`src/rtl/mva_pkg.sv`:
```
// Shared constants, types and codes for the MIDI voice allocator.
package mva_pkg;

  localparam int unsigned VOICES      = 8;
  localparam int unsigned VoiceIdxW   = (VOICES > 1) ? $clog2(VOICES) : 1;

  localparam int unsigned ByteW       = 8;
  localparam int unsigned LenW        = 3;
  localparam int unsigned ActionW     = 3;
  localparam int unsigned OutIdxW     = 3;

  localparam int unsigned InFieldsW   = 3 * ByteW + LenW;
  localparam int unsigned InDataW     = ((InFieldsW + 7) / 8) * 8;
  localparam int unsigned OutFieldsW  = ActionW + OutIdxW + 2 * ByteW;
  localparam int unsigned OutDataW    = ((OutFieldsW + 7) / 8) * 8;

  localparam logic [3:0]      KindNoteOff = 4'h8;
  localparam logic [3:0]      KindNoteOn  = 4'h9;
  localparam logic [LenW-1:0] NoteLen     = LenW'(3);

  typedef enum logic [ActionW-1:0] {
    ActNone    = 3'd0,
    ActStart   = 3'd1,
    ActSteal   = 3'd2,
    ActRelease = 3'd3,
    ActNoMatch = 3'd4
  } action_e;

  typedef struct packed {
    logic            fire;
    logic            note_on;
    logic            note_off;
    logic [ByteW-1:0] key;
    logic [ByteW-1:0] vel;
  } mva_cmd_t;

  typedef struct packed {
    action_e           action;
    logic [OutIdxW-1:0] voice_index;
    logic [ByteW-1:0]   voice_key;
    logic [ByteW-1:0]   voice_velocity;
  } mva_result_t;

endpackage

```
`src/rtl/mva_voice_bank.sv`:
```
// Voice state registers with first-free allocation, voice 0 steal when full, and key-match release.
module mva_voice_bank
  import mva_pkg::*;
(
  input  logic        clk_i,
  input  logic        rst_ni,
  input  mva_cmd_t    cmd_i,
  output mva_result_t res_o
);

  logic [VOICES-1:0] gate_q, gate_d;
  logic [ByteW-1:0]  pitch_q [VOICES];
  logic [ByteW-1:0]  pitch_d [VOICES];
  logic [ByteW-1:0]  gain_q  [VOICES];
  logic [ByteW-1:0]  gain_d  [VOICES];

  logic                 free_found, match_found;
  logic [VoiceIdxW-1:0] free_idx, match_idx, res_idx;
  logic [VoiceIdxW+OutIdxW-1:0] idx_ext;

  always_comb begin
    free_found  = 1'b0;
    free_idx    = '0;
    match_found = 1'b0;
    match_idx   = '0;
    for (int unsigned v = 0; v < VOICES; v++) begin
      if (!free_found && !gate_q[v]) begin
        free_found = 1'b1;
        free_idx   = VoiceIdxW'(v);
      end
      if (!match_found && (pitch_q[v] == cmd_i.key)) begin
        match_found = 1'b1;
        match_idx   = VoiceIdxW'(v);
      end
    end
  end

  always_comb begin
    gate_d  = gate_q;
    pitch_d = pitch_q;
    gain_d  = gain_q;
    res_idx = '0;
    res_o   = '{action: ActNone, voice_index: '0, voice_key: '0, voice_velocity: '0};
    if (cmd_i.note_on) begin
      res_idx = free_found ? free_idx : '0;
      res_o.action         = free_found ? ActStart : ActSteal;
      res_o.voice_key      = cmd_i.key;
      res_o.voice_velocity = cmd_i.vel;
      gate_d[res_idx]  = 1'b1;
      pitch_d[res_idx] = cmd_i.key;
      gain_d[res_idx]  = cmd_i.vel;
    end else if (cmd_i.note_off) begin
      if (match_found) begin
        res_idx              = match_idx;
        res_o.action         = ActRelease;
        res_o.voice_key      = pitch_q[match_idx];
        res_o.voice_velocity = gain_q[match_idx];
        gate_d[match_idx]    = 1'b0;
      end else begin
        res_o.action = ActNoMatch;
      end
    end
    idx_ext           = {{OutIdxW{1'b0}}, res_idx};
    res_o.voice_index = idx_ext[OutIdxW-1:0];
  end

  always_ff @(posedge clk_i or negedge rst_ni) begin
    if (!rst_ni) begin
      gate_q <= '0;
      for (int unsigned v = 0; v < VOICES; v++) begin
        pitch_q[v] <= '0;
        gain_q[v]  <= '0;
      end
    end else if (cmd_i.fire) begin
      gate_q  <= gate_d;
      pitch_q <= pitch_d;
      gain_q  <= gain_d;
    end
  end

  a_gate_hold: assert property (@(posedge clk_i) disable iff (!rst_ni)
    !cmd_i.fire |=> $stable(gate_q))
    else $error("voice gates changed without a command");

  a_start_adds_one: assert property (@(posedge clk_i) disable iff (!rst_ni)
    cmd_i.fire && cmd_i.note_on && free_found |=>
      $countones(gate_q) == $past($countones(gate_q)) + 1)
    else $error("start did not set exactly one gate");

  a_steal_full: assert property (@(posedge clk_i) disable iff (!rst_ni)
    cmd_i.fire && cmd_i.note_on && !free_found |=> gate_q == $past(gate_q))
    else $error("steal changed the gate set");

  a_release_drops: assert property (@(posedge clk_i) disable iff (!rst_ni)
    cmd_i.fire && cmd_i.note_off |=> $countones(gate_q) <= $past($countones(gate_q)))
    else $error("release raised a gate");

endmodule

```
`src/rtl/midi_voice_allocator.sv`:
```
// Top level: one MIDI message per beat in, one allocation result per beat out.
// Path from input beat to output beat: input register, then result register.
// Throughput: one beat per cycle unless stalled; search and update are combinational.
// Voice state settles at the end of the cycle an item leaves the input register.
// Reset (rst_ni low, asynchronous) clears all gates, keys, velocities and valids.
module midi_voice_allocator
  import mva_pkg::*;
(
  input  logic                clk_i,
  input  logic                rst_ni,
  input  logic                s_axis_tvalid_i,
  output logic                s_axis_tready_o,
  // status_byte[7:0], first_data_byte[15:8], second_data_byte[23:16],
  // message_length[26:24], zero fill
  input  logic [InDataW-1:0]  s_axis_tdata_i,
  output logic                m_axis_tvalid_o,
  input  logic                m_axis_tready_i,
  // action[2:0], voice_index[5:3], voice_key[13:6], voice_velocity[21:14], zero fill
  output logic [OutDataW-1:0] m_axis_tdata_o
);

  logic                 in_valid_q, in_valid_d;
  logic [InDataW-1:0]   in_data_q;
  logic                 out_valid_q, out_valid_d;
  logic [OutDataW-1:0]  out_data_q;
  logic                 s_fire, s1_fire;

  logic [ByteW-1:0] status_byte, first_data_byte, second_data_byte;
  logic [LenW-1:0]  message_length;
  logic             len_ok;
  mva_cmd_t         cmd;
  mva_result_t      res;

  assign s1_fire         = in_valid_q && (!out_valid_q || m_axis_tready_i);
  assign s_axis_tready_o = !in_valid_q || s1_fire;
  assign s_fire          = s_axis_tvalid_i && s_axis_tready_o;

  assign status_byte      = in_data_q[ByteW-1:0];
  assign first_data_byte  = in_data_q[2*ByteW-1:ByteW];
  assign second_data_byte = in_data_q[3*ByteW-1:2*ByteW];
  assign message_length   = in_data_q[3*ByteW+LenW-1:3*ByteW];
  assign len_ok           = (message_length == NoteLen);

  always_comb begin
    cmd.fire     = s1_fire;
    cmd.note_on  = len_ok && (status_byte[7:4] == KindNoteOn);
    cmd.note_off = len_ok && (status_byte[7:4] == KindNoteOff);
    cmd.key      = first_data_byte;
    cmd.vel      = second_data_byte;
  end

  mva_voice_bank u_bank (
    .clk_i  (clk_i),
    .rst_ni (rst_ni),
    .cmd_i  (cmd),
    .res_o  (res)
  );

  always_comb begin
    in_valid_d = in_valid_q;
    if (s_fire) begin
      in_valid_d = 1'b1;
    end else if (s1_fire) begin
      in_valid_d = 1'b0;
    end
    out_valid_d = out_valid_q;
    if (s1_fire) begin
      out_valid_d = 1'b1;
    end else if (m_axis_tready_i) begin
      out_valid_d = 1'b0;
    end
  end

  always_ff @(posedge clk_i or negedge rst_ni) begin
    if (!rst_ni) begin
      in_valid_q  <= 1'b0;
      out_valid_q <= 1'b0;
    end else begin
      in_valid_q  <= in_valid_d;
      out_valid_q <= out_valid_d;
    end
  end

  always_ff @(posedge clk_i) begin
    if (s_fire) begin
      in_data_q <= s_axis_tdata_i;
    end
    if (s1_fire) begin
      out_data_q <= OutDataW'({res.voice_velocity, res.voice_key,
                               res.voice_index, res.action});
    end
  end

  assign m_axis_tvalid_o = out_valid_q;
  assign m_axis_tdata_o  = out_data_q;

  a_result_loaded: assert property (@(posedge clk_i) disable iff (!rst_ni)
    s1_fire |=> out_valid_q)
    else $error("processed beat not presented");

  a_no_overwrite: assert property (@(posedge clk_i) disable iff (!rst_ni)
    out_valid_q && !m_axis_tready_i |-> !s1_fire)
    else $error("result register overwritten while stalled");

  a_input_drains: assert property (@(posedge clk_i) disable iff (!rst_ni)
    in_valid_q && !s1_fire && !s_fire |=> in_valid_q && $stable(in_data_q))
    else $error("held input beat lost");

endmodule

```
`config.mk`:
```
export PLATFORM = sky130hd
export DESIGN_NAME = midi_voice_allocator
export DESIGN_NICKNAME = d
export VERILOG_FILES = /design/src/rtl/mva_pkg.sv /design/src/rtl/mva_voice_bank.sv /design/src/rtl/midi_voice_allocator.sv
export SDC_FILE = /design/constraint.sdc
export NUM_CORES = 1
export LEC_CHECK = 0
export ABC_AREA = 1
export BUFFER_PORTS_ARGS = -buffer_cell sky130_fd_sc_hd__buf_4
export CORE_AREA = 2 2 133 135
export DETAILED_ROUTE_END_ITERATION = 10
export DIE_AREA = 0 0 135 137
export PLACE_DENSITY = 0.75
export SLEW_MARGIN = 30
export SYNTH_ARGS = -nofsm -noshare
export SYNTH_HDL_FRONTEND = slang
export SYNTH_SLANG_ARGS = --single-unit
```
`constraint.sdc`:
```
create_clock -name clk_i -period 5.9 [get_ports clk_i]
set_input_delay 0 -clock clk_i [delete_from_list [all_inputs] [get_ports clk_i]]
set_output_delay 0 -clock clk_i [all_outputs]
set_load 0.01 [all_outputs]
```
==> qor.yml <==
remaining_drc_errors: 0
place.port_buffers: 50
yosys_warnings: 0
route.vias.total: 8232
cts.clk_slew.worst_paths_ns: 0.08
wl_um: 25600
grt_overflow: 0
cts.sinks: 183
start_util: 0.561
p_leak_uw: 0.00497
post-route-min-period_ns: 3.67
peakVddDrop_mv: 0.226
yosysTopAreaCellShare: 0.361
avgSynthCellArea_um2: 7.83
fin_crit_sh: 0.623
nNetsFinal: 1300
drv_cap: 0
finalHoldViolCount: 0
cts_buffers: 17
num_rows: 48
place_congestion: 0.926
cts_resized: 0
yosys-top-cells-area: "dfrtp_1 (36%), nand2_1 (16%), edfxtp_1 (14%)"
timing.clock.skew_ns: 0.00980
relSlewSlack: 0.334
cts_hold_buf: 28
ios: 62
fillers: 1508
crit_chain: "inv_1, or2_2, nand3_1, nor2_1, nand2_4, a41oi_1, nor2_4, nand2_1, nor2_1, nor2_1, nand2_1, nand2_1"
worst_path_largest_cell_delay_ns: 0.78
dieArea_um2: 18500
hp-class: "in2async"
fin_cells: 1502
antenna_found_initial: 0
htreeDepth: 4
grt_max_degree: 77
setup_tns_ns: 0
netlist_instances: 1222
grt_usage: 0.293
final_antenna_net_count: 0
clock_latency_ns: 0.45
first_pass_iters: 7
n_antenna_cell: 0
fmax_ghz: 0.272
setup_viol: 0
worst_setup_path_end_kind: "register"
design.core.area_um2: 17100
drtIter0Drc: 756
clk_path_buf_depth: 2
critPathLaunchType: "register"
synth-seq-cells: 183
synthesis.area_um2: 9570
maxSlewViolCount: 0
seq_area_frac_synth: 0.502
synth_top_area_cell: "dfrtp_1"
power_uw: 2840
drive_above_1_share: 0.108
final_cell_mix: "nand2_1 (416), o21ai_0 (156), dfrtp_1 (138)"
die_h_um: 137
rsz0062_at_grt: "false"
dp.cells: 1442
outcome: "finished clean"
place_hpwl_um: 14900
cts_root_buf: "clkbuf_16"
syn_to_final_growth_pct: 13.3
slowest_stage: "nor2_4"
power.density_nw_per_um2: 262
wl_per_cell_um: 17.1
cp_data_required_time_ns: 6.10
tightest_slew_ns: 0.993
layout_commonest_cell: "nand2_1"
grt_pass1_vias: 7854
cts_setup_buffers: 0
fp.dieW_um: 135
via_per_inst: 5.48
critPathKind: "reg2reg"
arrival_ns: 3.87
ys_types: 40
cts_tree: "yes"
crit_fanout: 30
grt_first_pass_wirelength_um: 41000
## routing by layer
metal	wire [um]	vias to the layer above	GRT usage
li1	-	3962	-
met1	10700	3853	0.388
met3	1790	66	0.0481
met5	0	-	0
met2	12100	351	0.470
met4	969	0	0.149
## through the flow
stage	util	hold WS [ns]	worst slack [ns]	instance area, um^2
after global placement	0.581	0.0297	2.34	9920
final	0.636	0.114	2.23	10800
after floorplan	-	-0.296	3.64	9570
after detailed placement	0.582	0.0366	2.30	9920
after CTS	0.635	0.134	2.27	10800
after global routing	0.636	0.193	2.02	10800
## final timing paths
kind / slack (ns) / to / start / depth (start not counted)
max: 2.23 / m_axis_tdata_o[9] / in_data_q[12] / 12
min: 0.11 / u_bank.pitch_q[20] / rst_ni / 2
max reg2reg: 2.23 / m_axis_tdata_o[9] / in_data_q[12] / 12
min reg2reg: 0.48 / u_bank.gain_q[0] / u_bank.gain_q[0] / 2
max in group asynchronous: 4.68 / u_bank.gain_q[28] / rst_ni / 3
min in group clk_i: 0.27 / in_data_q[22] / s_axis_tdata_i[22] / 2
## kinds of logic after synthesis
family,share of synthesized area
compound gates,0.0952
buf+inv,0.0856
other cells,0.000392
flops,0.502
xor+xnor,0.0275
simple gates,0.289
## sequential cells by signal (all words and copies together), names as in the netlist
register	cells
in_data_q	23
u_bank.gate_q	8
m_axis_tvalid_o	1
m_axis_tdata_o	22
u_bank.gain_q	64
u_bank.pitch_q	64
in_valid_q	1
## worst max-delay path: cells and delay by family, from the launching register on
kind | cells | cell delay, ns
flops | 1 | 0.63
simple gates | 10 | 2.25
buf+inv | 1 | 0.31
compound gates | 1 | 0.20
## report_power, final
group,switching (uW),internal (uW)
sequential,39.4,1350
clock,576,618
combinational,160,96.9
## cells in the mapped netlist, drive strengths merged
library cell and instances:
conb 1, nand2 422, or2 17, a41oi 1, a21oi 6, o22ai 5
nor4 2, xnor2 16, nor3 7, nand4 9, o21ai 162, o31ai 2
inv 106, edfxtp 45, dfrtp 138, or4 1, nor2 111, nand3 88
clkbuf 28, buf 38, xor2 14, and2 1, clkinv 2
## cell type report
cell class	count	area, um^2	area share
inverter	108	413	0.0381
clock buffer	17	425	0.0392
tap	225	282	0.0260
sequential	183	4800	0.443
timing repair buffer	88	738	0.0681
multi-input combinational	866	3970	0.366
clock inverter	15	210	0.0194
Note: power is estimated with default switching activity, not from simulation.
